## src/design/modular_exponentiation_assert.svh

```systemverilog
// assertion macros shared by the modular exponentiation modules
`ifndef MODULAR_EXPONENTIATION_ASSERT_SVH
`define MODULAR_EXPONENTIATION_ASSERT_SVH

// property checked every cycle outside reset
`define MEX_ASSERT(name, clk, rst, prop, msg) \
  name: assert property (@(posedge clk) disable iff (rst) (prop)) else $error(msg);

// antecedent in one cycle implies consequent in the next
`define MEX_ASSERT_NEXT(name, clk, rst, ante, cons, msg) \
  name: assert property (@(posedge clk) disable iff (rst) (ante) |=> (cons)) else $error(msg);

`endif

```

## src/design/modexp_pkg.sv

```systemverilog
// shared types and constants for the modular exponentiation block
package modexp_pkg;

  localparam int APB_ADDR_WIDTH = 3;
  localparam int APB_DATA_WIDTH = 32;
  localparam logic [0:0] REG_MODULUS = 1'b0;
  localparam logic [31:0] MODULUS_RESET = 32'd1000000007;

  typedef enum logic [5:0] {
    S_IDLE   = 6'b000001,
    S_REDUCE = 6'b000010,
    S_PREP   = 6'b000100,
    S_BIT    = 6'b001000,
    S_ROUND  = 6'b010000,
    S_FINISH = 6'b100000
  } state_t;

  typedef struct packed {
    logic load;
    logic step;
    logic y_one;
    logic round;
    logic shift;
    logic emit;
  } dp_cmd_t;

  typedef struct packed {
    logic in_exp_zero;
    logic exp_last;
  } dp_status_t;

endpackage

```

## src/design/modular_exponentiation.sv

```systemverilog
// a zero exponent goes straight to the finish state; otherwise the base is first reduced
// below the modulus, then one serial multiply/square pass runs per exponent bit, up to
// EXPONENT_WIDTH passes, one operand bit a cycle
// one transaction in flight; next input taken once the result is in the output register
// synchronous active-high reset: controller idle, output empty, modulus 1000000007
module modular_exponentiation #(
  parameter int OPERAND_WIDTH  = 31,
  parameter int EXPONENT_WIDTH = 63
) (
  input  logic                                  clk,
  input  logic                                  rst,
  input  logic                                  in_valid,
  output logic                                  in_ready,
  input  logic [OPERAND_WIDTH-1:0]              base_value,
  input  logic [EXPONENT_WIDTH-1:0]             exponent,
  output logic                                  out_valid,
  input  logic                                  out_ready,
  output logic [OPERAND_WIDTH-1:0]              power_result,
  input  logic                                  psel,
  input  logic                                  penable,
  input  logic                                  pwrite,
  input  logic [modexp_pkg::APB_ADDR_WIDTH-1:0] paddr,
  input  logic [modexp_pkg::APB_DATA_WIDTH-1:0] pwdata,
  output logic [modexp_pkg::APB_DATA_WIDTH-1:0] prdata,
  output logic                                  pready
);
  import modexp_pkg::*;

  logic [OPERAND_WIDTH-1:0] modulus;
  logic                     reg_sel;
  dp_cmd_t                  cmd;
  dp_status_t               status;

  assign pready  = 1'b1;
  assign reg_sel = (paddr[APB_ADDR_WIDTH-1:2] == REG_MODULUS);
  assign prdata  = reg_sel ? APB_DATA_WIDTH'(modulus) : '0;

  always_ff @(posedge clk) begin
    if (rst) begin
      modulus <= OPERAND_WIDTH'(MODULUS_RESET);
    end else if (psel && penable && pwrite && pready && reg_sel) begin
      modulus <= pwdata[OPERAND_WIDTH-1:0];
    end
  end

  modexp_ctrl #(
    .OPERAND_WIDTH(OPERAND_WIDTH)
  ) u_ctrl (
    .clk      (clk),
    .rst      (rst),
    .in_valid (in_valid),
    .in_ready (in_ready),
    .out_valid(out_valid),
    .out_ready(out_ready),
    .cmd      (cmd),
    .status   (status)
  );

  modexp_dp #(
    .OPERAND_WIDTH (OPERAND_WIDTH),
    .EXPONENT_WIDTH(EXPONENT_WIDTH)
  ) u_dp (
    .clk         (clk),
    .rst         (rst),
    .cmd         (cmd),
    .status      (status),
    .base_value  (base_value),
    .exponent    (exponent),
    .modulus     (modulus),
    .power_result(power_result)
  );

endmodule

```

## src/design/modexp_dp.sv

```systemverilog
// datapath: exponent shifter, accumulator, square and two serial modular multiplier lanes
`include "modular_exponentiation_assert.svh"

module modexp_dp #(
  parameter int OPERAND_WIDTH  = 31,
  parameter int EXPONENT_WIDTH = 63
) (
  input  logic                      clk,
  input  logic                      rst,
  input  modexp_pkg::dp_cmd_t       cmd,
  output modexp_pkg::dp_status_t    status,
  input  logic [OPERAND_WIDTH-1:0]  base_value,
  input  logic [EXPONENT_WIDTH-1:0] exponent,
  input  logic [OPERAND_WIDTH-1:0]  modulus,
  output logic [OPERAND_WIDTH-1:0]  power_result
);
  import modexp_pkg::*;

  localparam int TW = OPERAND_WIDTH + 2;

  logic [OPERAND_WIDTH-1:0]  acc;
  logic [OPERAND_WIDTH-1:0]  sq;
  logic [OPERAND_WIDTH-1:0]  xa;
  logic [OPERAND_WIDTH-1:0]  xs;
  logic [OPERAND_WIDTH-1:0]  ra;
  logic [OPERAND_WIDTH-1:0]  rs;
  logic [EXPONENT_WIDTH-1:0] exp_reg;
  logic [OPERAND_WIDTH-1:0]  result;

  logic [TW-1:0]            m1;
  logic [TW-1:0]            m2;
  logic [OPERAND_WIDTH-1:0] ys;
  logic [TW-1:0]            ta;
  logic [TW-1:0]            ts;
  logic [OPERAND_WIDTH-1:0] ra_next;
  logic [OPERAND_WIDTH-1:0] rs_next;
  logic                     mod_zero;
  logic                     acc_take;

  assign m1       = {2'b00, modulus};
  assign m2       = {1'b0, modulus, 1'b0};
  assign mod_zero = (modulus == '0);
  assign ys       = cmd.y_one ? OPERAND_WIDTH'(1) : sq;
  assign ta       = {1'b0, ra, 1'b0} + (xa[OPERAND_WIDTH-1] ? {2'b00, sq} : TW'(0));
  assign ts       = {1'b0, rs, 1'b0} + (xs[OPERAND_WIDTH-1] ? {2'b00, ys} : TW'(0));
  assign acc_take = cmd.shift && exp_reg[0];

  // double, add, then bring back below the modulus (no reduction when the modulus is zero)
  always_comb begin
    if (mod_zero) begin
      ra_next = ta[OPERAND_WIDTH-1:0];
    end else if (ta >= m2) begin
      ra_next = OPERAND_WIDTH'(ta - m2);
    end else if (ta >= m1) begin
      ra_next = OPERAND_WIDTH'(ta - m1);
    end else begin
      ra_next = ta[OPERAND_WIDTH-1:0];
    end
  end

  always_comb begin
    if (mod_zero) begin
      rs_next = ts[OPERAND_WIDTH-1:0];
    end else if (ts >= m2) begin
      rs_next = OPERAND_WIDTH'(ts - m2);
    end else if (ts >= m1) begin
      rs_next = OPERAND_WIDTH'(ts - m1);
    end else begin
      rs_next = ts[OPERAND_WIDTH-1:0];
    end
  end

  always_ff @(posedge clk) begin
    if (cmd.load) begin
      acc     <= OPERAND_WIDTH'(1);
      exp_reg <= exponent;
      xa      <= '0;
      xs      <= base_value;
      ra      <= '0;
      rs      <= '0;
    end else if (cmd.step) begin
      ra <= ra_next;
      rs <= rs_next;
      xa <= {xa[OPERAND_WIDTH-2:0], 1'b0};
      xs <= {xs[OPERAND_WIDTH-2:0], 1'b0};
    end else if (cmd.round) begin
      sq <= rs;
      if (acc_take) begin
        acc <= ra;
      end
      if (cmd.shift) begin
        exp_reg <= {1'b0, exp_reg[EXPONENT_WIDTH-1:1]};
      end
      xa <= acc_take ? ra : acc;
      xs <= rs;
      ra <= '0;
      rs <= '0;
    end
    if (cmd.emit) begin
      result <= acc;
    end
  end

  assign status.in_exp_zero = (exponent == '0);
  assign status.exp_last    = (exp_reg[EXPONENT_WIDTH-1:1] == '0);
  assign power_result       = result;

  `MEX_ASSERT(a_cmd_exclusive, clk, rst, $onehot0({cmd.load, cmd.step, cmd.round}), "datapath commands overlap")
  `MEX_ASSERT_NEXT(a_square_lane_reduced, clk, rst, cmd.step && !mod_zero, rs < $past(modulus), "square lane left range")
  `MEX_ASSERT_NEXT(a_acc_lane_reduced, clk, rst, cmd.step && !cmd.y_one && !mod_zero, ra < $past(modulus), "multiply lane left range")

endmodule

```

## src/design/modexp_ctrl.sv

```systemverilog
// controller: sequences base reduction, per-bit multiply and square, and result hand-off
`include "modular_exponentiation_assert.svh"

module modexp_ctrl #(
  parameter int OPERAND_WIDTH = 31
) (
  input  logic                   clk,
  input  logic                   rst,
  input  logic                   in_valid,
  output logic                   in_ready,
  output logic                   out_valid,
  input  logic                   out_ready,
  output modexp_pkg::dp_cmd_t    cmd,
  input  modexp_pkg::dp_status_t status
);
  import modexp_pkg::*;

  localparam int CW = $clog2(OPERAND_WIDTH);

  state_t        state;
  state_t        state_next;
  logic [CW-1:0] cnt;
  logic [CW-1:0] cnt_next;
  logic          last;
  logic          out_valid_next;

  assign last = (cnt == CW'(OPERAND_WIDTH - 1));

  always_comb begin
    state_next = state;
    cmd        = '0;
    in_ready   = 1'b0;
    case (state)
      S_IDLE: begin
        in_ready = 1'b1;
        if (in_valid) begin
          cmd.load   = 1'b1;
          state_next = status.in_exp_zero ? S_FINISH : S_REDUCE;
        end
      end
      S_REDUCE: begin
        cmd.step  = 1'b1;
        cmd.y_one = 1'b1;
        if (last) begin
          state_next = S_PREP;
        end
      end
      S_PREP: begin
        cmd.round  = 1'b1;
        state_next = S_BIT;
      end
      S_BIT: begin
        cmd.step = 1'b1;
        if (last) begin
          state_next = S_ROUND;
        end
      end
      S_ROUND: begin
        cmd.round  = 1'b1;
        cmd.shift  = 1'b1;
        state_next = status.exp_last ? S_FINISH : S_BIT;
      end
      S_FINISH: begin
        if (!out_valid || out_ready) begin
          cmd.emit   = 1'b1;
          state_next = S_IDLE;
        end
      end
      default: begin
        state_next = S_IDLE;
      end
    endcase
  end

  assign cnt_next = (cmd.step && !last) ? cnt + CW'(1) : '0;

  always_comb begin
    if (cmd.emit) begin
      out_valid_next = 1'b1;
    end else if (out_ready) begin
      out_valid_next = 1'b0;
    end else begin
      out_valid_next = out_valid;
    end
  end

  always_ff @(posedge clk) begin
    if (rst) begin
      state     <= S_IDLE;
      cnt       <= '0;
      out_valid <= 1'b0;
    end else begin
      state     <= state_next;
      cnt       <= cnt_next;
      out_valid <= out_valid_next;
    end
  end

  `MEX_ASSERT(a_cnt_range, clk, rst, cnt <= CW'(OPERAND_WIDTH - 1), "step counter overran")
  `MEX_ASSERT_NEXT(a_busy_after_accept, clk, rst, in_valid && in_ready, !in_ready, "accepted while busy")
  `MEX_ASSERT(a_emit_from_finish, clk, rst, $rose(out_valid) |-> $past(state == S_FINISH), "result without finish")

endmodule

```

## config.mk

```make
export PLATFORM = sky130hd
export DESIGN_NAME = modular_exponentiation
export DESIGN_NICKNAME = d
export VERILOG_FILES = /design/src/design/modexp_pkg.sv /design/src/design/modular_exponentiation.sv /design/src/design/modexp_dp.sv /design/src/design/modexp_ctrl.sv
export VERILOG_INCLUDE_DIRS = /design/src /design/src/design
export SDC_FILE = /design/constraint.sdc
export NUM_CORES = 1
export LEC_CHECK = 0
export ABC_AREA = 1
export BUFFER_PORTS_ARGS = -buffer_cell sky130_fd_sc_hd__buf_2
export CAP_MARGIN = 10
export CORE_ASPECT_RATIO = 0.8
export CORE_UTILIZATION = 39
export CTS_BUF_LIST = sky130_fd_sc_hd__clkbuf_4
export DETAILED_ROUTE_END_ITERATION = 8
export SLEW_MARGIN = 20
export SYNTH_ARGS = -nofsm -noshare
export SYNTH_HDL_FRONTEND = slang
export SYNTH_SLANG_ARGS = --single-unit
```

## constraint.sdc

```tcl
create_clock -name clk -period 5.38 [get_ports clk]
set_input_delay 1.076 -clock clk [delete_from_list [all_inputs] [get_ports clk]]
set_output_delay 1.076 -clock clk [all_outputs]
set_load 0.02 [all_outputs]
```

# --- Yosys cells after proc, flatten, opt, wreduce, memory -nomap -nowiden ---
# Cells that the tools add are included.
totals:
  register_bits: 323
  in_bits: 136
  out_inout_bits: 66
  wordCells: 105
classes:
  add_sub_neg: 7
  order_cmp: 4
  n_eq_ne: 12
  n_mux: 41
  bitwise: 4
  reduce_logical: 24
ops:
  columns: ["op", "count"]
  rows:
  - ["$mux 31", 19]
  - ["$mux 63", 4]
  - ["$sub 31x31->31", 4]
  - ["$add 32x31->33", 2]
  - ["$ge 33x31->1", 2]
  - ["$ge 33x32->1", 2]
  - ["$logic_not 63->1", 1]
  - ["$logic_not 62->1", 1]
  - ["$mux 6", 6]
  - ["$pmux 6 s6", 1]
  - ["$logic_not 31->1", 1]
  - ["$mux 1", 11]
  - ["$reduce_bool 2->1", 4]
  - ["$reduce_or 2->1", 4]
  - ["$eq 6x1->1 const B", 1]
  - ["$eq 6x2->1 const B", 1]
  - ["$eq 6x3->1 const B", 1]
  - ["$eq 6x4->1 const B", 1]
  - ["$eq 6x5->1 const B", 1]
  - ["$eq 6x6->1 const B", 1]
  - ["$ne 2x1->1 const B", 3]
  - ["$reduce_and 3->1", 2]
  - ["$add 5x1->5 const B", 1]
  - ["$eq 5x5->1 const B", 1]
  - ["other kinds (8)", 17]

# --- Logic depth before layout (Yosys ltp) ---
depth:
  depth_word: 10
  mapped_depth: 39

# --- Cells and area by module ---
# Synthesis repeated with hierarchy kept, for this count alone.
unflattened:
  cells_unflattened: 3997
  area_unflattened_um2: 26372.8
modules_own_cells:
  columns: ["mod", "instances", "cells_per_inst", "area_each_um2", "seq_area_each_um2"]
  rows:
  - ["modexp_dp", 1, 3656, 24139.4, 7166.9]
  - ["modular_exponentiation", 1, 242, 1522.7, 620.6]
  - ["modexp_ctrl", 1, 99, 710.7, 240.2]

# --- Worst setup path after synthesis ---
# OpenSTA, ideal clock, no wires.
synth_timing:
  path_kind: "flip-flop to flip-flop"
  startpoint: "reg u_ctrl.state[3]"
  endpoint: "reg u_dp.rs[29]"
  setup_ns: 0.113
  arrival_ns: 4.312
  required_ns: 5.267
  slack_ns: 0.954
  stages_incl_launch_ff: 38
  cell_sequence: "dfxtp_1 -> inv_1 -> nand2_1 -> nor2_1 -> nand3_1 -> nand2_1 -> clkbuf_1 -> nor2_1 -> ha_1 -> or2_1 -> nand2_1 -> o21bai_1 -> nand3_1 -> nand2_1 -> a21boi_1 -> o21ai_0 -> nand2_1 -> nand2_1 -> [2 not listed] -> inv_1 -> ha_1 -> nand2_1 -> nor2_1 -> nand3_1 -> a21oi_1 -> nor2_1 -> nand2_1 -> nand2_1 -> nand2_1 -> nand2_1 -> nand3_1 -> buf_4 -> nand2_1 -> o21ai_0 -> inv_1 -> nand3_1 -> nand2_1"
synth_via:
  elab_chain_len: 10
  elab_cells_between_ends: 23
  classes_between: "add/sub (3); order compare (2); eq/ne (5); mux (10); reduce/logical (3)"
synth_rtl:
  columns: ["element", "line_no", "rtl"]
  rows:
  - ["start, declared", "modexp_ctrl.sv:20", "state_t state;"]
  - ["start signal, assigned", "modexp_ctrl.sv:93", "state <= state_next;"]
  - ["$eq 6x2->1", "modexp_ctrl.sv:33", "case (state)"]
  - ["$mux 1", "modexp_ctrl.sv:33", null]
  - ["$mux 31", "modexp_dp.sv:43", "assign ys = cmd.y_one ? OPERAND_WIDTH'(1) : sq;"]
  - ["$mux 31", "modexp_dp.sv:45", "assign ts = {1'b0, rs, 1'b0} + (xs[OPERAND_WIDTH-1] ? {2'b00, ys} : TW'(0));"]
  - ["$add 32x31->33", "modexp_dp.sv:45", null]
  - ["$sub 31x31->31 / $ge 33x31->1 (equally long branches)", "modexp_dp.sv:67, modexp_dp.sv:66", null]
  - ["$mux 31", "modexp_dp.sv:66", "end else if (ts >= m1) begin"]
  - ["$mux 31", "modexp_dp.sv:64", "end else if (ts >= m2) begin"]
  - ["$mux 31", "modexp_dp.sv:62", "if (mod_zero) begin"]
  - ["$mux 31", "modexp_dp.sv:81", "end else if (cmd.step) begin"]
  - ["end signal, assigned", "modexp_dp.sv:83", "rs <= rs_next;"]
  - ["end, declared", "modexp_dp.sv:26", "logic [OPERAND_WIDTH-1:0] rs;"]
# Several ways; a longest one is shown, not always the timed one.
# A chain may end at the register's enable or synchronous reset.

# --- Final worst setup path ---
layout_timing:
  startpoint: "reg u_dp.xa[30]"
  endpoint: "reg u_dp.ra[17]"
layout_via:
  elab_chain_len: 7
  elab_cells_between_ends: 10
  classes_between: "add/sub (3); order compare (2); mux (5)"
layout_rtl:
  columns: ["element", "line_no", "rtl"]
  rows:
  - ["start, declared", "modexp_dp.sv:23", "logic [OPERAND_WIDTH-1:0] xa;"]
  - ["start signal, assigned", "modexp_dp.sv:84", "xa <= {xa[OPERAND_WIDTH-2:0], 1'b0};"]
  - ["start signal, assigned", "modexp_dp.sv:94", "xa <= acc_take ? ra : acc;"]
  - ["$mux 31 (*)", "modexp_dp.sv:44", "assign ta = {1'b0, ra, 1'b0} + (xa[OPERAND_WIDTH-1] ? {2'b00, sq} : TW'(0));"]
  - ["$add 32x31->33 (*)", "modexp_dp.sv:44", null]
  - ["$sub 31x31->31 / $ge 33x31->1 (equally long branches)", "modexp_dp.sv:55, modexp_dp.sv:54", null]
  - ["$mux 31", "modexp_dp.sv:54", "end else if (ta >= m1) begin"]
  - ["$mux 31", "modexp_dp.sv:52", "end else if (ta >= m2) begin"]
  - ["$mux 31 (*)", "modexp_dp.sv:50", "if (mod_zero) begin"]
  - ["$mux 31 (*)", "modexp_dp.sv:81", null]
  - ["end signal, assigned", "modexp_dp.sv:82", "ra <= ra_next;"]
  - ["end, declared", "modexp_dp.sv:25", "logic [OPERAND_WIDTH-1:0] ra;"]
# Mark *: on every way between the ends. The rest lies on a longest branch, timed or not.

==> impl_metrics.py <==
metrics = {
    "sta": {
        "period_minus_slack_ps": 5090,
        "hold-worst-slack_ps": 381,
        "finalHoldViolCount": 0,
        "finalSetupViolations": 0,
        "fin_crit_sh_pct": 94.5,
        "fin_skew_ps": 102,
        "worst_pin_slew_ps": 1020,
        "max_freq_mhz": 197,
        "layout_setup_ws_ps": 293,
        "final_max_slew_viol_count": 0,
        "relSlewSlack_pct": 31.8,
    },
    "floorplanning": {
        "dieArea_um2": 68600,
        "die_w_um": 293,
        "coreArea_um2": 66300,
        "start_util_pct": 39.7,
        "die-height_um": 235,
        "std_cell_rows": 84,
        "ios": 202,
    },
    "status": {
        "status": "finished clean",
    },
    "detailed_routing": {
        "viasPerCell": 5.15,
        "wl_per_cell_um": 17.8,
        "dr.max_layer_used": "met4",
        "routed_wl_um": 94100,
        "drtPass1Iterations": 6,
        "dr_wl_met2_um": 40600,
        "via_count": 27200,
        "routed-wl-met3_um": 6360,
        "drt_iter0_drc": 2440,
        "drc": 0,
        "wl_met1_um": 45200,
        "antenna_left": 0,
    },
    "critical_path": {
        "startpoint_type": "flop",
        "path_max_fanout": 21,
        "r2r_setup_slack_ps": 290,
        "worst-setup-path-type": "reg -> reg",
        "setup.worst_path.end_class": "flop",
        "cpPeakStageDelay_ps": 380,
        "arrival_ps": 5800,
        "cpMaxStageDelayCell": "dfxtp_2",
        "cp_common_cell": "nand2_1",
        "cp.required_ps": 6090,
        "crit_family": "compound AO/OA/AOI/OAI gates",
        "crit_buf_inv": 5,
    },
    "synthesis": {
        "avgSynthCellArea_um2": 6.55,
        "synth_top_family_by_area": "simple AND/OR/NAND/NOR gates",
        "ys_seq_area_share_pct": 30.5,
        "synth_mux_area_share_pct": 0.0380,
        "synth_area_leaders": "nand2_1 19%, edfxtp_1 18%, dfxtp_1 13%",
        "syn_nets": 4350,
        "postSynthCellCount": 4022,
        "synthArstFlopShare_pct": 0,
        "synth_compound_area_share_pct": 12.1,
        "synth_ff_type": "dfxtp_1",
        "synth_largest_area_cell": "nand2_1",
        "yosys.area_share.xor_xnor_pct": 4.55,
        "synth_fa_ha_area_share_pct": 9.29,
        "synth_edf_count": 156,
        "synth_warnings": 0,
        "ys_types": 58,
        "yosysTopAreaCellShare_pct": 19.3,
        "synth_simple_gate_area_share_pct": 34.0,
        "syn-cell-area_um2": 26400,
        "ys_seq_elements": 323,
    },
    "clock_network": {
        "cts_buffers": 88,
        "clock-sinks": 323,
        "insertion_delay_ps": 920,
        "cts_tree": "done",
        "clkTransAtPathRegs_ps": 80,
        "root_buffer": "clkbuf_4",
        "htree_levels": 3,
        "cts_max_path_buffers": 3,
    },
    "placement": {
        "dp_hpwl_um": 75300,
        "port_buffers": 196,
        "dp_slack_ps": 276,
        "placed_cell_area_um2": 28900,
        "place.gp.congestion": 1.00,
    },
    "power": {
        "power.leakage_nw": 15.2,
        "worst_ir_drop_vdd_mv": 0.152,
        "p_per_area_nw_per_um2": 312,
        "power.total_w": 0.00943,
    },
    "cells_and_area": {
        "final_nets": 4632,
        "drive_gt1_share_pct": 11.8,
        "layout_commonest_cell": "nand2_1",
        "final_cell_mix": "1343 x nand2_1, 524 x inv_1, 329 x nor2_1",
        "largest_register_ffs": 63,
        "final_util_pct": 45.6,
        "fin_area_um2": 30200,
        "area_growth_pct": 14.7,
    },
    "job": {
        "drv_cap": 0,
    },
    "grt": {
        "grt_pass1_wl_um": 142000,
        "overflow": 0,
        "grt_max_degree": 74,
        "antenna_found_initial": 2,
        "grt_usage_pct": 27.0,
        "grt_pass1_vias": 24600,
    },
    "hold_path": {
        "hp-class": "in -> reg",
    },
}
what timing repair did:
action	CTS	global route
gates resized for setup	0	29
setup buffers	0	1
endpoints found under the setup margin	0	62
hold buffers	0	0
cell type report:
class / count / area [µm²]
Fill cell: 7148 / 36100
Multi-Input combinational cell: 3057 / 16000
Sequential cell: 323 / 8030
Inverter: 531 / 2000
Timing Repair Buffer: 303 / 1940
Tap cell: 903 / 1130
Clock buffer: 137 / 1030
Clock inverter: 24 / 130
Antenna cell: 5 / 12.5
kinds of logic (layout without fill, tap and decap cells):
| logic type | count (synthesis) | in the layout |
|---|---|---|
| adder cells (fa/ha/maj) | 192 | 192 |
| other | 2 | 7 |
| XOR/XNOR | 137 | 137 |
| AND/OR/NAND/NOR | 2164 | 2164 |
| flip-flops | 323 | 323 |
| AO/OA/AOI/OAI | 561 | 561 |
| buffers and inverters | 642 | 995 |
| multiplexers | 1 | 1 |
final timing paths:
path                startpoint               endpoint  cells after the start
setup / recovery   u_dp.xa[30]            u_dp.ra[17]                     26
hold / removal      pwdata[24]            modulus[24]                      3
setup reg to reg   u_dp.xa[30]            u_dp.ra[17]                     26
hold reg to reg   u_dp.acc[21]  u_dp.power_result[21]                      0
synth_stat cells (40+ instances only):
cell type  count
nand2_1     1353
inv_1        526
nor2_1       334
nand3_1      298
a21oi_1      227
ha_1         186
dfxtp_1      167
edfxtp_1     156
o21ai_0      153
clkbuf_1      76
xnor2_1       70
xor2_1        67
nor3_1        44
nand4_1       41
nor4_1        40
power breakdown:
group | switching, W | leakage (nW) | internal, W | total (W)
registers | 0.000145 | 2.83 | 0.00286 | 0.00300
logic | 0.00269 | 11.7 | 0.00140 | 0.00409
clock network | 0.00113 | 0.698 | 0.00121 | 0.00234
worst min-delay path, delay by kind of cell:
kind / cells / cell delay [ps]
and+or+nand+nor: 1 / 40
buffers and inverters: 1 / 80
AOI/OAI and AO/OA: 1 / 60
routing by layer:
metal | global-route usage, % | up-vias
met3 | 4.34 | 125
li1 | - | 13700
met1 | 38.9 | 12500
met4 | 6.68 | 0
met5 | 0 | -
met2 | 41.7 | 874
metrics by stage:
step	instances	setup TNS (ps)
global route	5283	-2.82
CTS	5277	0
floorplan	4022	0
detailed placement	5116	0
global placement	5116	0
finish	5283	0
Power figures use the tool's default switching activity.
